**src/sv/bba_pkg.sv**
```systemverilog
// Shared constants, codes and beat types of the buddy block allocator.
`default_nettype none
package bba_pkg;

    // Address window and block geometry.
    localparam int ADDR_BITS      = 20;
    localparam int MIN_BLOCK_LOG2 = 4;
    localparam int SIZE_BITS      = ADDR_BITS + 1;
    localparam int NODE_BITS      = ADDR_BITS - MIN_BLOCK_LOG2 + 1;
    localparam int ORD_BITS       = 5;

    // Mark store: one bit per tree node, packed into words.
    localparam int WORD_LOG2 = 5;
    localparam int WORD_BITS = 1 << WORD_LOG2;
    localparam int ROW_BITS  = NODE_BITS - WORD_LOG2;
    localparam int ROWS      = 1 << ROW_BITS;

    // Operation codes.
    localparam logic [1:0] OP_REBUILD = 2'd0;
    localparam logic [1:0] OP_ALLOC   = 2'd1;
    localparam logic [1:0] OP_FREE    = 2'd2;

    // Configuration register indexes.
    localparam logic REG_POOL_START = 1'b0;
    localparam logic REG_POOL_END   = 1'b1;

    // Reset values of the configuration registers.
    localparam logic [SIZE_BITS-1:0] POOL_START_RST = 21'd0;
    localparam logic [SIZE_BITS-1:0] POOL_END_RST   = 21'd1048576;

    typedef struct packed {
        logic [1:0]           operation;
        logic [SIZE_BITS-1:0] request_size;
        logic [ADDR_BITS-1:0] block_address;
    } in_beat_t;

    typedef struct packed {
        logic [ADDR_BITS-1:0] result_address;
        logic                 status;
        logic [SIZE_BITS-1:0] allocated_total;
        logic [31:0]          requested_total;
    } out_beat_t;

    // Commands from the controller to the datapath.
    typedef struct packed {
        logic load_item;
        logic clr_start;
        logic clr_step;
        logic rb_init;
        logic rb_ord_start;
        logic rb_grow;
        logic rb_advance;
        logic set_node;
        logic set_write;
        logic rd_scan;
        logic scan_init;
        logic scan_next_row;
        logic scan_next_level;
        logic scan_take;
        logic al_take;
        logic split_step;
        logic fr_init;
        logic fr_merge;
        logic tot_alloc;
        logic tot_free;
        logic fail;
        logic out_load;
    } cmd_t;

    // Status from the datapath to the controller.
    typedef struct packed {
        logic [1:0] op;
        logic       cls_big;
        logic       rb_more;
        logic       rb_grow;
        logic       hit;
        logic       row_last;
        logic       ord_top;
        logic       split_more;
        logic       buddy_free;
        logic       clr_last;
    } sts_t;

endpackage
`default_nettype wire

```
**src/sv/bba_ctrl.sv**
```systemverilog
// Sequencing state machine of the buddy block allocator.
`default_nettype none
module bba_ctrl (
    input  wire logic          aclk,
    input  wire logic          aresetn,
    input  wire logic          s_valid,
    output logic               s_ready,
    output logic               m_valid,
    input  wire logic          m_ready,
    input  wire bba_pkg::sts_t sts,
    output bba_pkg::cmd_t      cmd
);

    localparam logic [4:0] S_CLEAR    = 5'd0;
    localparam logic [4:0] S_IDLE     = 5'd1;
    localparam logic [4:0] S_RB_INIT  = 5'd2;
    localparam logic [4:0] S_RB_TEST  = 5'd3;
    localparam logic [4:0] S_RB_ORD   = 5'd4;
    localparam logic [4:0] S_SET_RD   = 5'd5;
    localparam logic [4:0] S_SET_WR   = 5'd6;
    localparam logic [4:0] S_AL_CHK   = 5'd7;
    localparam logic [4:0] S_SC_RD    = 5'd8;
    localparam logic [4:0] S_SC_CK    = 5'd9;
    localparam logic [4:0] S_AL_TAKE  = 5'd10;
    localparam logic [4:0] S_AL_SPLIT = 5'd11;
    localparam logic [4:0] S_FR_CHK   = 5'd12;
    localparam logic [4:0] S_FR_TEST  = 5'd13;
    localparam logic [4:0] S_FR_RD    = 5'd14;
    localparam logic [4:0] S_FR_CK    = 5'd15;
    localparam logic [4:0] S_FINISH   = 5'd16;

    logic [4:0] state_reg, state_next;
    logic       clr_rb_reg, clr_rb_next;
    logic       m_valid_reg, m_valid_next;

    assign s_ready = (state_reg == S_IDLE);
    assign m_valid = m_valid_reg;

    // Next state and command decode.
    always_comb begin
        state_next  = state_reg;
        clr_rb_next = clr_rb_reg;
        cmd         = '0;
        case (state_reg)
            S_CLEAR: begin
                cmd.clr_step = 1'b1;
                if (sts.clr_last) begin
                    state_next = clr_rb_reg ? S_RB_INIT : S_IDLE;
                end
            end
            S_IDLE: begin
                if (s_valid) begin
                    cmd.load_item = 1'b1;
                    case (sts.op)
                        bba_pkg::OP_REBUILD: begin
                            cmd.clr_start = 1'b1;
                            clr_rb_next   = 1'b1;
                            state_next    = S_CLEAR;
                        end
                        bba_pkg::OP_ALLOC: state_next = S_AL_CHK;
                        bba_pkg::OP_FREE:  state_next = S_FR_CHK;
                        default:           state_next = S_FINISH;
                    endcase
                end
            end
            S_RB_INIT: begin
                cmd.rb_init = 1'b1;
                state_next  = S_RB_TEST;
            end
            S_RB_TEST: begin
                if (sts.rb_more) begin
                    cmd.rb_ord_start = 1'b1;
                    state_next       = S_RB_ORD;
                end else begin
                    state_next = S_FINISH;
                end
            end
            S_RB_ORD: begin
                if (sts.rb_grow) begin
                    cmd.rb_grow = 1'b1;
                end else begin
                    cmd.set_node = 1'b1;
                    state_next   = S_SET_RD;
                end
            end
            S_SET_RD: begin
                state_next = S_SET_WR;
            end
            S_SET_WR: begin
                cmd.set_write = 1'b1;
                case (sts.op)
                    bba_pkg::OP_REBUILD: begin
                        cmd.rb_advance = 1'b1;
                        state_next     = S_RB_TEST;
                    end
                    bba_pkg::OP_ALLOC: state_next = S_AL_SPLIT;
                    default: begin
                        cmd.tot_free = 1'b1;
                        state_next   = S_FINISH;
                    end
                endcase
            end
            S_AL_CHK: begin
                if (sts.cls_big) begin
                    cmd.fail   = 1'b1;
                    state_next = S_FINISH;
                end else begin
                    cmd.scan_init = 1'b1;
                    state_next    = S_SC_RD;
                end
            end
            S_SC_RD: begin
                cmd.rd_scan = 1'b1;
                state_next  = S_SC_CK;
            end
            S_SC_CK: begin
                if (sts.hit) begin
                    cmd.scan_take = 1'b1;
                    state_next    = S_AL_TAKE;
                end else if (!sts.row_last) begin
                    cmd.scan_next_row = 1'b1;
                    state_next        = S_SC_RD;
                end else if (sts.ord_top) begin
                    cmd.fail   = 1'b1;
                    state_next = S_FINISH;
                end else begin
                    cmd.scan_next_level = 1'b1;
                    state_next          = S_SC_RD;
                end
            end
            S_AL_TAKE: begin
                cmd.al_take = 1'b1;
                state_next  = S_AL_SPLIT;
            end
            S_AL_SPLIT: begin
                if (sts.split_more) begin
                    cmd.split_step = 1'b1;
                    state_next     = S_SET_RD;
                end else begin
                    cmd.tot_alloc = 1'b1;
                    state_next    = S_FINISH;
                end
            end
            S_FR_CHK: begin
                if (sts.cls_big) begin
                    cmd.fail   = 1'b1;
                    state_next = S_FINISH;
                end else begin
                    cmd.fr_init = 1'b1;
                    state_next  = S_FR_TEST;
                end
            end
            S_FR_TEST: begin
                cmd.set_node = 1'b1;
                state_next   = sts.ord_top ? S_SET_RD : S_FR_RD;
            end
            S_FR_RD: begin
                state_next = S_FR_CK;
            end
            S_FR_CK: begin
                if (sts.buddy_free) begin
                    cmd.fr_merge = 1'b1;
                    state_next   = S_FR_TEST;
                end else begin
                    state_next = S_SET_RD;
                end
            end
            S_FINISH: begin
                if (!m_valid_reg || m_ready) begin
                    cmd.out_load = 1'b1;
                    clr_rb_next  = 1'b0;
                    state_next   = S_IDLE;
                end
            end
            default: begin
                state_next = S_IDLE;
            end
        endcase
    end

    // Result beat valid flag.
    always_comb begin
        if (cmd.out_load) begin
            m_valid_next = 1'b1;
        end else if (m_ready) begin
            m_valid_next = 1'b0;
        end else begin
            m_valid_next = m_valid_reg;
        end
    end

    always_ff @(posedge aclk) begin
        if (!aresetn) begin
            state_reg   <= S_CLEAR;
            clr_rb_reg  <= 1'b0;
            m_valid_reg <= 1'b0;
        end else begin
            state_reg   <= state_next;
            clr_rb_reg  <= clr_rb_next;
            m_valid_reg <= m_valid_next;
        end
    end

endmodule
`default_nettype wire

```
**config.mk**
```make
export PLATFORM = sky130hd
export DESIGN_NAME = bba_ctrl
export DESIGN_NICKNAME = d
export VERILOG_FILES = /design/src/sv/bba_pkg.sv /design/src/sv/bba_ctrl.sv
export SDC_FILE = /design/constraint.sdc
export NUM_CORES = 1
export LEC_CHECK = 0
export BUFFER_PORTS_ARGS = -buffer_cell sky130_fd_sc_hd__buf_2
export CAP_MARGIN = 20
export CELL_PAD_IN_SITES_DETAIL_PLACEMENT = 1
export CELL_PAD_IN_SITES_GLOBAL_PLACEMENT = 1
export CORE_UTILIZATION = 31
export DETAILED_ROUTE_END_ITERATION = 8
export PLACE_DENSITY = 0.85
export SKIP_LAST_GASP = 1
export SLEW_MARGIN = 20
export SYNTH_ARGS = -nofsm -noshare
export SYNTH_HDL_FRONTEND = slang
export SYNTH_SLANG_ARGS = --single-unit
```
**constraint.sdc**
```tcl
create_clock -name aclk -period 2.2 [get_ports aclk]
set_clock_uncertainty 0.15 [all_clocks]
set_input_delay 0.11 -clock aclk [delete_from_list [all_inputs] [get_ports aclk]]
set_output_delay 0.11 -clock aclk [all_outputs]
set_load 0.005 [all_outputs]
```
==> impl_metrics.csv <==
group,metric,value,unit
route,vias,1107,
timing,fmax,496,MHz
logic_synthesis,seq_area_frac_synth,16.0,%
worst_setup_path,r2r_cells,5,
floorplanning,fp.dieArea,0.00305,mm^2
pwr,p_switching,0.413,mW
global_routing,overflow,0,
logic_synthesis,synth_area,878,um^2
global_routing,grt_pass1_vias,1063,
pwr,leakage,0.545,nW
timing,setup_viol,0,
logic_synthesis,synth.net_count,148,
logic_synthesis,synth_top_area_share,16.0,%
logic_synthesis,yosys-top-cells-count,"nor2_1 (16), nor3_1 (14), nand2_1 (12)",
hold_path,holdPathStages,2,
floorplanning,die_h,55.2,um
pwr,p_int,0.438,mW
worst_setup_path,crit_buf_inv,2,
logic_synthesis,yosys.area_share.simple,47.2,%
route,drc,0,
run,max_cap_viol_count,0,
timing,setup_tns,0,ns
logic_synthesis,synthXorXnorAreaFrac,0,%
logic_synthesis,synth_warnings,0,
clock_network,cts_tree,"done",
logic_synthesis,synthCells,129,
pwr,total_power,0.851,mW
worst_setup_path,end_kind,"primary output",
finish,final_util,43.5,%
timing,slew_viol_final,0,
route,viasPerCell,5.62,
logic_synthesis,synth_top_family_by_area,"simple AND/OR/NAND/NOR gates",
logic_synthesis,syn_area_per_cell,6.81,um^2
logic_synthesis,yosys-top-cells-area,"dfxtp_1 (16%), nor3_1 (8.0%), nor2_1 (6.8%)",
logic_synthesis,yosysMostFrequentCell,"nor2_1",
route,wl_per_cell,16.0,um
pwr,clock_power_share,14.1,%
hold_path,hp-class,"in2reg",
floorplanning,io_pins,39,
floorplanning,die_w,55.2,um
route,totalWireLength,3150,um
worst_setup_path,cp.required,1.94,ns
worst_setup_path,crit_arrival,1.76,ns
clock_network,htree_num_levels,1,
outcome,status,"completed",
timing,relSlewSlack,71.1,%
global_routing,grt_first_pass_wirelength,4980,um
clock_network,root_buffer,"clkbuf_4",
logic_synthesis,yosys.area.top_type,"dfxtp_1",
floorplanning,initial_core_util,34.2,%
clock_network,post_cts_buffers,0,
finish,diodes,0,
route,drtAntennaViolNets,0,
placed_design,place_congestion,0.867,
logic_synthesis,synth_fa_ha_area_share,5.70,%
pwr,seqPwrFrac,28.3,%
worst_setup_path,critical_path_cell_count,4,
pwr,p_per_area,762,mW/mm^2
timing,timing.final.crit_period,2.02,ns
timing,fin_hold_ws,0.0111,ns
clock_network,clk_latency,0.26,ns
global_routing,grt_max_degree,18,
finish,drive_gt1_share,34.1,%
floorplanning,core-area,0.00257,mm^2
worst_setup_path,critPathMaxFanout,12,
finish,syn2layout_area_growth,27.2,%
pwr,p_comb_share,57.7,%
logic_synthesis,synth_cell_types,43,
timing,worst_slew_pin_slew,0.433,ns
global_routing,gr-usage-all-layers,19.7,%
pwr,ir_worst_vdd,0.000535,V
clock_network,cts_buffers,3,
logic_synthesis,synth_flop_cell,"dfxtp_1",
worst_setup_path,critPathTopFamily,"simple AND/OR/NAND/NOR gates",
logic_synthesis,ys_ff_latch,7,
global_routing,antenna_found_initial,0,
logic_synthesis,synth.area.mux_share,1.14,%
logic_synthesis,synth-edff-count,0,
placed_design,post-dp-hpwl,2530,um
worst_setup_path,critPathSlowestCell,"dfxtp_1",
logic_synthesis,synth_compound_area_share,21.1,%
worst_setup_path,start_kind,"flop",
clock_network,clock_sinks,7,
worst_setup_path,slowest_delay,0.44,ns
floorplanning,row_count,18,
timing,rsz0062_at_grt,"no",
pwr,p_sw_share,48.5,%
clock_network,clk_pin_slew,0.06,ns
route,detail_route.iter0.violations,24,
placed_design,port_buffers,38,
route,dr.pass1.iters,4,
finish,nNetsFinal,187,
clock_network,cts_buffer_depth,2,
finish,largest_register_ffs,5,
worst_setup_path,critPathKind,"reg2out",
timing,post-route-period-util,91.7,%
logic_synthesis,ys_async_sr_fraction,0,%
worst_setup_path,r2r_slack,0.29,ns
timing,final_hold_viol_count,0,
worst_setup_path,path_cells,"buf_4, or3_1, nor3_1, buf_2",
path summary, 6_finish.rpt:
check / startpoint / end
worst max-delay path: state_reg[4]$_SDFFE_PN0P_ / cmd[3]
worst max register to register: state_reg[4]$_SDFFE_PN0P_ / state_reg[0]$_SDFFE_PN0P_
worst min register to register: clr_rb_reg$_SDFFE_PN0P_ / clr_rb_reg$_SDFFE_PN0P_
worst min-delay path: aresetn / state_reg[0]$_SDFFE_PN0P_
per-stage QoR:
stage / instances / instance area [um^2] / worst slack [ns]
2_1_floorplan: 129 / 878 / 0.672
3_3_place_gp: 193 / 1090 / 0.233
3_5_place_dp: 193 / 1090 / 0.130
4_1_cts: 197 / 1110 / 0.116
5_1_grt: 197 / 1120 / 0.0946
6_report: 197 / 1120 / 0.183
cell usage in the layout (no fill, tap or decap), drive strengths merged, types with 2 or more instances in the layout:
cell type,count
a2111oi,2
a21oi,6
a32o,2
and2,3
and3,5
buf,43
clkbuf,4
dfxtp,7
ha,4
inv,6
nand2,12
nand2b,4
nand3,4
nor2,17
nor2b,5
nor3,15
nor3b,2
nor4,2
o21ai,7
worst reg2reg max path: cells and delay by family (launching register included):
kind	cells	cell delay, ns
and+or+nand+nor	2	0.35
DFF	1	0.58
AOI/OAI and AO/OA	3	0.72
kinds of logic (layout without fill, tap and decap cells):
logic type | count (synthesis) | after routing
flops | 7 | 7
mux | 1 | 1
compound gates | 27 | 27
buf+inv | 15 | 53
simple gates | 75 | 75
fa+ha+maj | 4 | 4
layout make-up:
class,instances,area (um^2)
multi-input cells,107,659
well taps,30,37.5
clock buffers,4,26.3
inverters,6,22.5
repair buffers,43,228
fillers,373,1450
flip-flops and latches,7,144
what timing repair did:
| item | 4_1_cts | 5_1_grt |
|---|---|---|
| endpoints found under the setup margin | 0 | 2 |
| gates resized for setup | 0 | 3 |
| hold buffers | 0 | 0 |
layer usage:
metal  up-vias  wire length [um]  track usage [%]
li1        541                 -                -
met1       535              1460             25.5
met2        29              1560             35.6
met3         2               114             1.41
met4         0                14             3.93
met5         -                 0                0
power by group through the flow:
stage / Sequential (mW) / Clock [mW] / Combinational [mW]
after floorplan: 0.167 / 0 / 0.387
after global placement: 0.231 / 0 / 0.464
after detailed placement: 0.236 / 0 / 0.490
after CTS: 0.234 / 0.117 / 0.494
after global routing: 0.246 / 0.131 / 0.539
final: 0.240 / 0.120 / 0.491
No activity file was read; power rests on OpenSTA's default activity.
